--- src/rtl/stsc_pkg.sv ---
// Shared types, codes and character constants of the token scanner.
package stsc_pkg;

	localparam int POS_BITS = 16;
	localparam int LEN_BITS = 16;
	localparam logic [POS_BITS-1:0] POS_MAX = {POS_BITS{1'b1}};
	localparam logic [LEN_BITS-1:0] LEN_MAX = {LEN_BITS{1'b1}};

	localparam int Q_DEPTH = 4;
	localparam int Q_PTR_BITS = $clog2(Q_DEPTH);

	// token kinds
	localparam logic [3:0] K_EOF     = 4'd0;
	localparam logic [3:0] K_SEMI    = 4'd1;
	localparam logic [3:0] K_DOT     = 4'd2;
	localparam logic [3:0] K_EQUAL   = 4'd3;
	localparam logic [3:0] K_LPAREN  = 4'd4;
	localparam logic [3:0] K_RPAREN  = 4'd5;
	localparam logic [3:0] K_STRING  = 4'd6;
	localparam logic [3:0] K_IDENT   = 4'd7;
	localparam logic [3:0] K_ECHO    = 4'd8;
	localparam logic [3:0] K_UNKNOWN = 4'd9;

	// scan modes
	localparam logic [1:0] MODE_IDLE   = 2'd0;
	localparam logic [1:0] MODE_IDENT  = 2'd1;
	localparam logic [1:0] MODE_STRING = 2'd2;

	// keyword match progress
	localparam logic [2:0] KW_DONE = 3'd4;
	localparam logic [2:0] KW_FAIL = 3'd7;

	// characters
	localparam logic [7:0] CH_NUL    = 8'h00;
	localparam logic [7:0] CH_SPACE  = 8'h20;
	localparam logic [7:0] CH_TAB    = 8'h09;
	localparam logic [7:0] CH_LF     = 8'h0A;
	localparam logic [7:0] CH_CR     = 8'h0D;
	localparam logic [7:0] CH_DOLLAR = 8'h24;
	localparam logic [7:0] CH_UNDER  = 8'h5F;
	localparam logic [7:0] CH_QUOTE  = 8'h22;
	localparam logic [7:0] CH_SEMI   = 8'h3B;
	localparam logic [7:0] CH_DOT    = 8'h2E;
	localparam logic [7:0] CH_EQUAL  = 8'h3D;
	localparam logic [7:0] CH_LPAREN = 8'h28;
	localparam logic [7:0] CH_RPAREN = 8'h29;

	typedef struct packed {
		logic [3:0]          kind;
		logic [POS_BITS-1:0] start;
		logic [LEN_BITS-1:0] len;
	} stsc_tok_t;

	// one queue entry: every result caused by one accepted word
	typedef struct packed {
		logic      two;
		stsc_tok_t first;
		stsc_tok_t second;
	} stsc_entry_t;

	// letters of the echo keyword
	function automatic logic [7:0] kw_char(input logic [1:0] idx);
		logic [7:0] ch;
		case (idx)
			2'd0: ch = 8'h65;
			2'd1: ch = 8'h63;
			2'd2: ch = 8'h68;
			2'd3: ch = 8'h6F;
			default: ch = 8'h6F;
		endcase
		return ch;
	endfunction

endpackage

--- src/rtl/stsc_front.sv ---
// Front end: classify each accepted byte, track scan state, build queue entries.
module stsc_front
	import stsc_pkg::*;
(
	input  logic        clk,
	input  logic        arst_n,
	input  logic        acc,
	input  logic [7:0]  src_byte,
	input  logic        end_mark,
	output logic        wr_en,
	output stsc_entry_t wr_entry
);

	logic [1:0]          mode_q, mode_n;
	logic [POS_BITS-1:0] pos_q, pos_n;
	logic [POS_BITS-1:0] org_q, org_n;
	logic [2:0]          kw_q, kw_n;
	logic                fin_q, fin_n;

	logic                at_end, is_alpha, is_digit, ident_ch, bump;
	logic [POS_BITS-1:0] pos_inc;
	logic [POS_BITS:0]   str_sum;
	logic [LEN_BITS-1:0] str_len;

	// idle-scan view of the byte
	logic                i_emit, i_bump, i_fin;
	logic [1:0]          i_mode;
	logic [POS_BITS-1:0] i_org;
	logic [2:0]          i_kw;
	stsc_tok_t           i_tok;

	always_comb begin
		at_end   = end_mark | (src_byte == CH_NUL);
		is_alpha = ((src_byte >= 8'h61) && (src_byte <= 8'h7A)) ||
		           ((src_byte >= 8'h41) && (src_byte <= 8'h5A));
		is_digit = (src_byte >= 8'h30) && (src_byte <= 8'h39);
		ident_ch = is_alpha | is_digit | (src_byte == CH_UNDER);
		pos_inc  = (pos_q != POS_MAX) ? pos_q + 1'b1 : pos_q;
		str_sum  = {1'b0, pos_q} + {{POS_BITS{1'b0}}, 1'b1} - {1'b0, org_q};
		str_len  = str_sum[POS_BITS] ? LEN_MAX : str_sum[LEN_BITS-1:0];
	end

	always_comb begin
		i_emit      = 1'b0;
		i_bump      = 1'b1;
		i_fin       = 1'b0;
		i_mode      = MODE_IDLE;
		i_org       = org_q;
		i_kw        = 3'd0;
		i_tok.kind  = K_UNKNOWN;
		i_tok.start = pos_q;
		i_tok.len   = LEN_BITS'(1);
		if (at_end) begin
			i_emit     = 1'b1;
			i_bump     = 1'b0;
			i_fin      = 1'b1;
			i_tok.kind = K_EOF;
			i_tok.len  = '0;
		end else begin
			case (src_byte)
				CH_SPACE, CH_TAB, CH_LF, CH_CR: begin
					i_emit = 1'b0;
				end
				CH_SEMI: begin
					i_emit     = 1'b1;
					i_tok.kind = K_SEMI;
				end
				CH_DOT: begin
					i_emit     = 1'b1;
					i_tok.kind = K_DOT;
				end
				CH_EQUAL: begin
					i_emit     = 1'b1;
					i_tok.kind = K_EQUAL;
				end
				CH_LPAREN: begin
					i_emit     = 1'b1;
					i_tok.kind = K_LPAREN;
				end
				CH_RPAREN: begin
					i_emit     = 1'b1;
					i_tok.kind = K_RPAREN;
				end
				CH_QUOTE: begin
					i_mode = MODE_STRING;
					i_org  = pos_q;
				end
				default: begin
					if ((src_byte == CH_DOLLAR) || is_alpha) begin
						i_mode = MODE_IDENT;
						i_org  = pos_q;
						i_kw   = (src_byte == kw_char(2'd0)) ? 3'd1 : KW_FAIL;
					end else begin
						i_emit = 1'b1;
					end
				end
			endcase
		end
	end

	always_comb begin
		mode_n   = mode_q;
		org_n    = org_q;
		kw_n     = kw_q;
		fin_n    = fin_q;
		bump     = 1'b0;
		wr_en    = 1'b0;
		wr_entry = '0;
		if (!fin_q) begin
			case (mode_q)
				MODE_IDENT: begin
					if (!at_end && ident_ch) begin
						bump = 1'b1;
						if ((kw_q < KW_DONE) && (src_byte == kw_char(kw_q[1:0])))
							kw_n = kw_q + 3'd1;
						else
							kw_n = KW_FAIL;
					end else begin
						// close the identifier, then scan the byte from idle
						wr_en                = 1'b1;
						wr_entry.first.kind  = (kw_q == KW_DONE) ? K_ECHO : K_IDENT;
						wr_entry.first.start = org_q;
						wr_entry.first.len   = LEN_BITS'(pos_q - org_q);
						wr_entry.two         = i_emit;
						wr_entry.second      = i_tok;
						mode_n               = i_mode;
						org_n                = i_org;
						kw_n                 = i_kw;
						bump                 = i_bump;
						fin_n                = i_fin;
					end
				end
				MODE_STRING: begin
					if (at_end) begin
						wr_en                 = 1'b1;
						wr_entry.two          = 1'b1;
						wr_entry.first.kind   = K_UNKNOWN;
						wr_entry.first.start  = org_q;
						wr_entry.first.len    = '0;
						wr_entry.second.kind  = K_EOF;
						wr_entry.second.start = pos_q;
						wr_entry.second.len   = '0;
						mode_n                = MODE_IDLE;
						fin_n                 = 1'b1;
					end else if (src_byte == CH_QUOTE) begin
						wr_en                = 1'b1;
						wr_entry.first.kind  = K_STRING;
						wr_entry.first.start = org_q;
						wr_entry.first.len   = str_len;
						mode_n               = MODE_IDLE;
						bump                 = 1'b1;
					end else begin
						bump = 1'b1;
					end
				end
				default: begin
					wr_en          = i_emit;
					wr_entry.first = i_tok;
					mode_n         = i_mode;
					org_n          = i_org;
					kw_n           = i_kw;
					bump           = i_bump;
					fin_n          = i_fin;
				end
			endcase
		end
		wr_en = wr_en & acc;
		pos_n = bump ? pos_inc : pos_q;
	end

	always_ff @(posedge clk or negedge arst_n) begin
		if (!arst_n) begin
			mode_q <= MODE_IDLE;
			pos_q  <= '0;
			org_q  <= '0;
			kw_q   <= '0;
			fin_q  <= 1'b0;
		end else if (acc) begin
			mode_q <= mode_n;
			pos_q  <= pos_n;
			org_q  <= org_n;
			kw_q   <= kw_n;
			fin_q  <= fin_n;
		end
	end

endmodule

--- src/rtl/stsc_fifo.sv ---
// Short entry queue between the front and back ends.
module stsc_fifo
	import stsc_pkg::*;
(
	input  logic        clk,
	input  logic        arst_n,
	input  logic        wr_en,
	input  stsc_entry_t wr_entry,
	input  logic        rd_en,
	output stsc_entry_t rd_entry,
	output logic        nonempty,
	output logic        full
);

	stsc_entry_t           mem_q [Q_DEPTH];
	logic [Q_PTR_BITS-1:0] wptr_q, rptr_q;
	logic [Q_PTR_BITS:0]   cnt_q;

	assign rd_entry = mem_q[rptr_q];
	assign nonempty = (cnt_q != '0);
	assign full     = (cnt_q == (Q_PTR_BITS+1)'(Q_DEPTH));

	always_ff @(posedge clk) begin
		if (wr_en)
			mem_q[wptr_q] <= wr_entry;
	end

	always_ff @(posedge clk or negedge arst_n) begin
		if (!arst_n) begin
			wptr_q <= '0;
			rptr_q <= '0;
			cnt_q  <= '0;
		end else begin
			if (wr_en)
				wptr_q <= wptr_q + 1'b1;
			if (rd_en)
				rptr_q <= rptr_q + 1'b1;
			case ({wr_en, rd_en})
				2'b10:   cnt_q <= cnt_q + 1'b1;
				2'b01:   cnt_q <= cnt_q - 1'b1;
				default: cnt_q <= cnt_q;
			endcase
		end
	end

endmodule

--- src/rtl/stsc_back.sv ---
// Back end: split queue entries into single result words behind an output register.
module stsc_back
	import stsc_pkg::*;
(
	input  logic                clk,
	input  logic                arst_n,
	input  stsc_entry_t         head,
	input  logic                head_valid,
	output logic                deq,
	input  logic                pop,
	output logic                empty,
	output logic [3:0]          tok_kind,
	output logic [POS_BITS-1:0] tok_start,
	output logic [LEN_BITS-1:0] tok_len,
	output logic                run_last
);

	logic      ov_q, half_q, last_q;
	stsc_tok_t tok_q;
	logic      load, take_first, is_last;
	stsc_tok_t nxt_tok;

	always_comb begin
		load       = head_valid && (!ov_q || pop);
		take_first = !head.two || !half_q;
		is_last    = !head.two || half_q;
		nxt_tok    = take_first ? head.first : head.second;
		deq        = load && is_last;
	end

	assign empty     = !ov_q;
	assign tok_kind  = tok_q.kind;
	assign tok_start = tok_q.start;
	assign tok_len   = tok_q.len;
	assign run_last  = last_q;

	always_ff @(posedge clk or negedge arst_n) begin
		if (!arst_n) begin
			ov_q   <= 1'b0;
			half_q <= 1'b0;
		end else begin
			if (load) begin
				ov_q   <= 1'b1;
				half_q <= !is_last;
			end else if (pop) begin
				ov_q <= 1'b0;
			end
		end
	end

	always_ff @(posedge clk) begin
		if (load) begin
			tok_q  <= nxt_tok;
			last_q <= is_last;
		end
	end

endmodule

--- src/rtl/script_token_scanner_core.sv ---
// Top level of the byte-serial script token scanner.
// The scanner takes one source byte per word on the push side and gives token
// records (kind, start position, length, run_last) on the pop side. A byte is
// taken in the cycle it is pushed whenever full is low, so the input runs at one
// byte per clock; the front end classifies the byte and updates the scan state
// in that same cycle. Each byte yields zero, one or two token words; these sit
// in a four-entry queue and the back end hands out one word per clock through
// an output register while pop keeps up, so a byte that closes an identifier
// and is itself a token (or an end of source) costs two pops. A pushed byte's
// first word is written into the queue, then loaded into the output register.
// run_last marks the final word that one input byte caused. A zero byte or
// end_mark closes the scan and emits EOF; every byte after that is taken and
// dropped until reset. Positions and lengths saturate at 65535.
module script_token_scanner_core
	import stsc_pkg::*;
(
	input  logic                clk,
	input  logic                arst_n,
	input  logic                push,
	output logic                full,
	input  logic [7:0]          src_byte,
	input  logic                end_mark,
	output logic                empty,
	input  logic                pop,
	output logic [3:0]          tok_kind,
	output logic [POS_BITS-1:0] tok_start,
	output logic [LEN_BITS-1:0] tok_len,
	output logic                run_last
);

	logic        acc;
	logic        wr_en;
	stsc_entry_t wr_entry;
	stsc_entry_t head;
	logic        head_valid;
	logic        deq;

	// accept a byte whenever the queue has room
	assign acc = push && !full;

	stsc_front u_front (
		.clk      (clk),
		.arst_n   (arst_n),
		.acc      (acc),
		.src_byte (src_byte),
		.end_mark (end_mark),
		.wr_en    (wr_en),
		.wr_entry (wr_entry)
	);

	stsc_fifo u_fifo (
		.clk      (clk),
		.arst_n   (arst_n),
		.wr_en    (wr_en),
		.wr_entry (wr_entry),
		.rd_en    (deq),
		.rd_entry (head),
		.nonempty (head_valid),
		.full     (full)
	);

	// drain entries one word per cycle while results are popped
	stsc_back u_back (
		.clk        (clk),
		.arst_n     (arst_n),
		.head       (head),
		.head_valid (head_valid),
		.deq        (deq),
		.pop        (pop),
		.empty      (empty),
		.tok_kind   (tok_kind),
		.tok_start  (tok_start),
		.tok_len    (tok_len),
		.run_last   (run_last)
	);

endmodule

--- config.mk ---
export PLATFORM = sky130hd
export DESIGN_NAME = script_token_scanner_core
export DESIGN_NICKNAME = d
export VERILOG_FILES = /design/src/rtl/stsc_pkg.sv /design/src/rtl/stsc_front.sv /design/src/rtl/stsc_fifo.sv /design/src/rtl/stsc_back.sv /design/src/rtl/script_token_scanner_core.sv
export SDC_FILE = /design/constraint.sdc
export NUM_CORES = 1
export LEC_CHECK = 0
export BUFFER_PORTS_ARGS = -buffer_cell sky130_fd_sc_hd__buf_2
export CORE_MARGIN = 3
export CORE_UTILIZATION = 45
export DETAILED_ROUTE_END_ITERATION = 16
export RECOVER_POWER = 50
export SLEW_MARGIN = 10
export SYNTH_ARGS = -nofsm -noshare
export SYNTH_HDL_FRONTEND = slang
export SYNTH_SLANG_ARGS = --single-unit
--- constraint.sdc ---
create_clock -name clk -period 5 [get_ports clk]
set_input_delay 0.25 -clock clk [delete_from_list [all_inputs] [get_ports clk]]
set_output_delay 0.25 -clock clk [all_outputs]
set_load 0.02 [all_outputs]
==> flow_summary.toml <==
[clock_tree]
ctsHtreeMaxLevel = 2
cts_buffers = 34
cts_tree = "done"
ctsResizeCount = 0
path_clk_slew_ns = 0.06
cts-root-buf = "clkbuf_16"
cts_sinks = 316
clockBufferDepth = 3
postCtsHoldBufs = 3
insertion_delay_ns = 0.51
postCtsSetupBuffers = 0

[worst_hold_path]
whs_endpoint = "u_front.mode_q[1]$_DFFE_PN0P_"
hold_depth = 3
min-delay-start = "end_mark"
hold_class = "in2reg"

[yosys]
synth_xor_area_frac = 0.0270
synth_ff_type = "edfxtp_1"
synth_top_family_by_area = "multiplexers"
synth-compound-area-share = 0.0595
synth_area_um2 = 14900
synth-simple-area-share = 0.0753
synthMuxAreaShare = 0.128
synthCells = 986
synth_area_per_cell_um2 = 15.1
synthAdderAreaFrac = 0.0596
synth_edf_count = 269
yosysWarnings = 0
synth_seq_cells = 316
syn-num-nets = 1061
yosysUniqueCellTypes = 75
synth.yosys.seq_area_share = 0.621
synthArstFlopShare = 0.149

[drt]
avgViaCountPerCell = 5.39
vias = 8154
wl_per_cell_um = 19.5
routed_wl_mm = 29.6
ant_nets = 0
route.detailed.drc = 0
first_iter_violations = 556
drt_first_pass_iters = 5

[sta]
fmax_ghz = 0.247
worst_pin_slew_ns = 2.84
relSlewSlack = -0.894
grt_setup_unrepaired = "false"
finalHoldViolCount = 0
finalWorstSetupSlack_ns = 0.946
fin_skew_ns = 0.0170
min_period_over_period = 0.811
final_max_slew_viol_count = 132
period_minus_slack_ns = 4.05
tns_ns = 0
setup_viol_count_final = 0

[status]
outcome = "complete, but fails checks"
violations = "max-capacitance violations, max-slew violations"

[critical_path]
start_kind = "input pin"
cp_cell_sequence = "clkbuf_1, or2_2, o41ai_1, o21ai_0, nand3_1, a221oi_1, a211oi_1, and2_1, buf_12"
r2r-end = "u_back.tok_start[13]$_DFFE_PP_"
cp_max_fo = 34
slowest_delay_ns = 1.13
cp-end-kind = "flip-flop"
critPathSlowestCell = "and2_1"
r2r-start = "u_fifo.rptr_q[0]$_DFFE_PN0P_"
critPathKind = "in2reg"
rrSetupSlack_ns = 1.06
critPathRequiredTime_ns = 5.18
cp.arrival_ns = 4.23
rr_worst_depth = 5

[global_route]
grt_start_max_net_pins = 48
grt_pass1_vias = 8385
overflow = 0
track_usage = 0.170
grt_antenna_before_repair = 0
grt_pass1_wl_mm = 47.4

[power]
p_leak_uw = 0.00583
peakVddDrop_mv = 0.235
power.density_nw_per_um2 = 464

[cells_and_area]
fin_util = 0.510
fin_cells = 1514
drive_above_1_share = 0.163
layout.nets = 1123
areaGrowthSynthToFinish_pct = 11.7
design_area_um2 = 16600
num_antenna_cells = 0
fillers = 2733

[place]
port_buffers = 51
postPlaceCellArea_um2 = 15700
hpwl_mm = 20.0
place_congestion = 0.876
post-place-cells = 1451
place_ws_ns = 1.42

[floorplanning]
core_area_um2 = 32600
dieArea_um2 = 35300
rows = 66
die_h_um = 188
ioPinCount = 52
dieWidth_um = 188
initial_core_util = 0.457

[job]
drv_cap = 4
## layer usage
| metal | vias to the layer above | global-route usage | part of all wire |
|---|---|---|---|
| met5 | - | 0 | 0 |
| met4 | 0 | 0.0468 | 0.019 |
| met3 | 39 | 0.0258 | 0.038 |
| met2 | 157 | 0.277 | 0.48 |
| met1 | 4089 | 0.242 | 0.47 |
| li1 | 3869 | - | - |
## cell families after synthesis
kind of cell | Yosys count
buffers and inverters | 107
xor gates and xnor gates | 46
adders and majority gates | 62
and+or+nand+nor | 205
AOI/OAI and AO/OA | 136
muxes | 114
DFF | 316
## cell usage after synthesis, drive strengths merged, types with 3 or more instances
cell type / number / area [um2]
o21ai: 38 / 190
xnor2: 31 / 272
o22a: 3 / 26.3
or4b: 3 / 37.5
and4: 3 / 26.3
o22ai: 6 / 37.5
mux2i: 26 / 260
inv: 64 / 240
nor2: 55 / 231
a31oi: 10 / 62.6
nor4: 11 / 68.8
xor2: 15 / 131
a21boi: 6 / 45.0
nor3: 7 / 35.0
o31ai: 4 / 30.0
a31o: 3 / 26.3
mux4: 58 / 1310
ha: 47 / 588
nand3: 12 / 60.1
a221oi: 3 / 32.5
mux2: 30 / 338
a21o: 4 / 30.0
fa: 15 / 300
nand4: 10 / 62.6
a211oi: 7 / 70.1
dfrtp: 47 / 1180
clkbuf: 25 / 93.8
nand2: 36 / 135
edfxtp: 269 / 8080
and3: 5 / 31.3
nor2b: 5 / 31.3
and2: 34 / 215
buf: 17 / 104
or3: 4 / 25.0
nand2b: 4 / 25.0
or2: 3 / 18.8
a21oi: 32 / 160
## layout make-up
class                           instances  area, um2  area share
Clock inverter                         14       92.6     0.00557
Timing Repair Buffer                   68        375      0.0226
Tap cell                              442        553      0.0332
Inverter                               65        245      0.0147
Sequential cell                       316       9260       0.557
Clock buffer                           46        937      0.0563
Multi-Input combinational cell        563       5170       0.311
## power by group
group | switching (uW) | internal, uW
combinational | 1140 | 944
clock | 948 | 1360
sequential | 190 | 3140
## state kept, by name (all words and copies together) (netlist names), 2 cells and up
register,cells
u_front.mode_q,2
u_front.kw_q,3
u_fifo.mem_q,232
u_back.tok_kind,4
u_front.org_q,16
u_fifo.rptr_q,2
u_back.tok_len,16
u_fifo.wptr_q,2
u_front.pos_q,16
u_back.tok_start,16
u_fifo.cnt_q,3
## per-stage QoR
| step | hold WS [ns] | total power, uW |
|---|---|---|
| final | 0.295 | 7730 |
| after global routing | 0.327 | 8170 |
| after CTS | 0.280 | 7890 |
| after detailed placement | 0.417 | 5540 |
| after global placement | 0.409 | 5540 |
| after floorplan | -0.0456 | 4970 |
## worst max-delay path: cells and delay by family
| kind | cells | cell delay, ns |
|---|---|---|
| AOI/OAI and AO/OA | 4 | 1.56 |
| buffers and inverters | 2 | 0.59 |
| and+or+nand+nor | 3 | 1.79 |
## cells in the final DEF, fill, tap and decap left out, drive strengths merged, types with 4 or more instances in the layout
master  instances
edfxtp        269
clkbuf         90
inv            65
mux4           58
nor2           55
ha             47
dfrtp          47
o21ai          38
nand2          36
and2           34
a21oi          32
xnor2          31
mux2           30
mux2i          26
buf            21
xor2           15
fa             15
nand3          12
clkinv         12
nor4           11
a31oi          10
nand4          10
nor3            7
a211oi          7
a21boi          6
o22ai           6
and3            5
nor2b           5
nand2b          4
or3             4
o31ai           4
a21o            4
## worst max-delay path by stage
| stage | slack (ns) | from | end |
|---|---|---|---|
| final | 0.95 | src_byte[3] | u_fifo.mem_q[0][22]$_DFFE_PP_ |
| after global routing | 0.57 | src_byte[3] | u_fifo.mem_q[0][16]$_DFFE_PP_ |
| after CTS | 1.39 | u_front.pos_q[2]$_DFFE_PN0P_ | u_fifo.mem_q[2][43]$_DFFE_PP_ |
| after detailed placement | 1.42 | u_front.pos_q[2]$_DFFE_PN0P_ | u_fifo.mem_q[2][43]$_DFFE_PP_ |
| after global placement | 1.46 | u_front.pos_q[2]$_DFFE_PN0P_ | u_fifo.mem_q[2][43]$_DFFE_PP_ |
| after floorplan | 1.20 | u_fifo.cnt_q[0]$_DFFE_PN0P_ | u_fifo.cnt_q[2]$_DFFE_PN0P_ |
(Power assumes the default switching activity.)
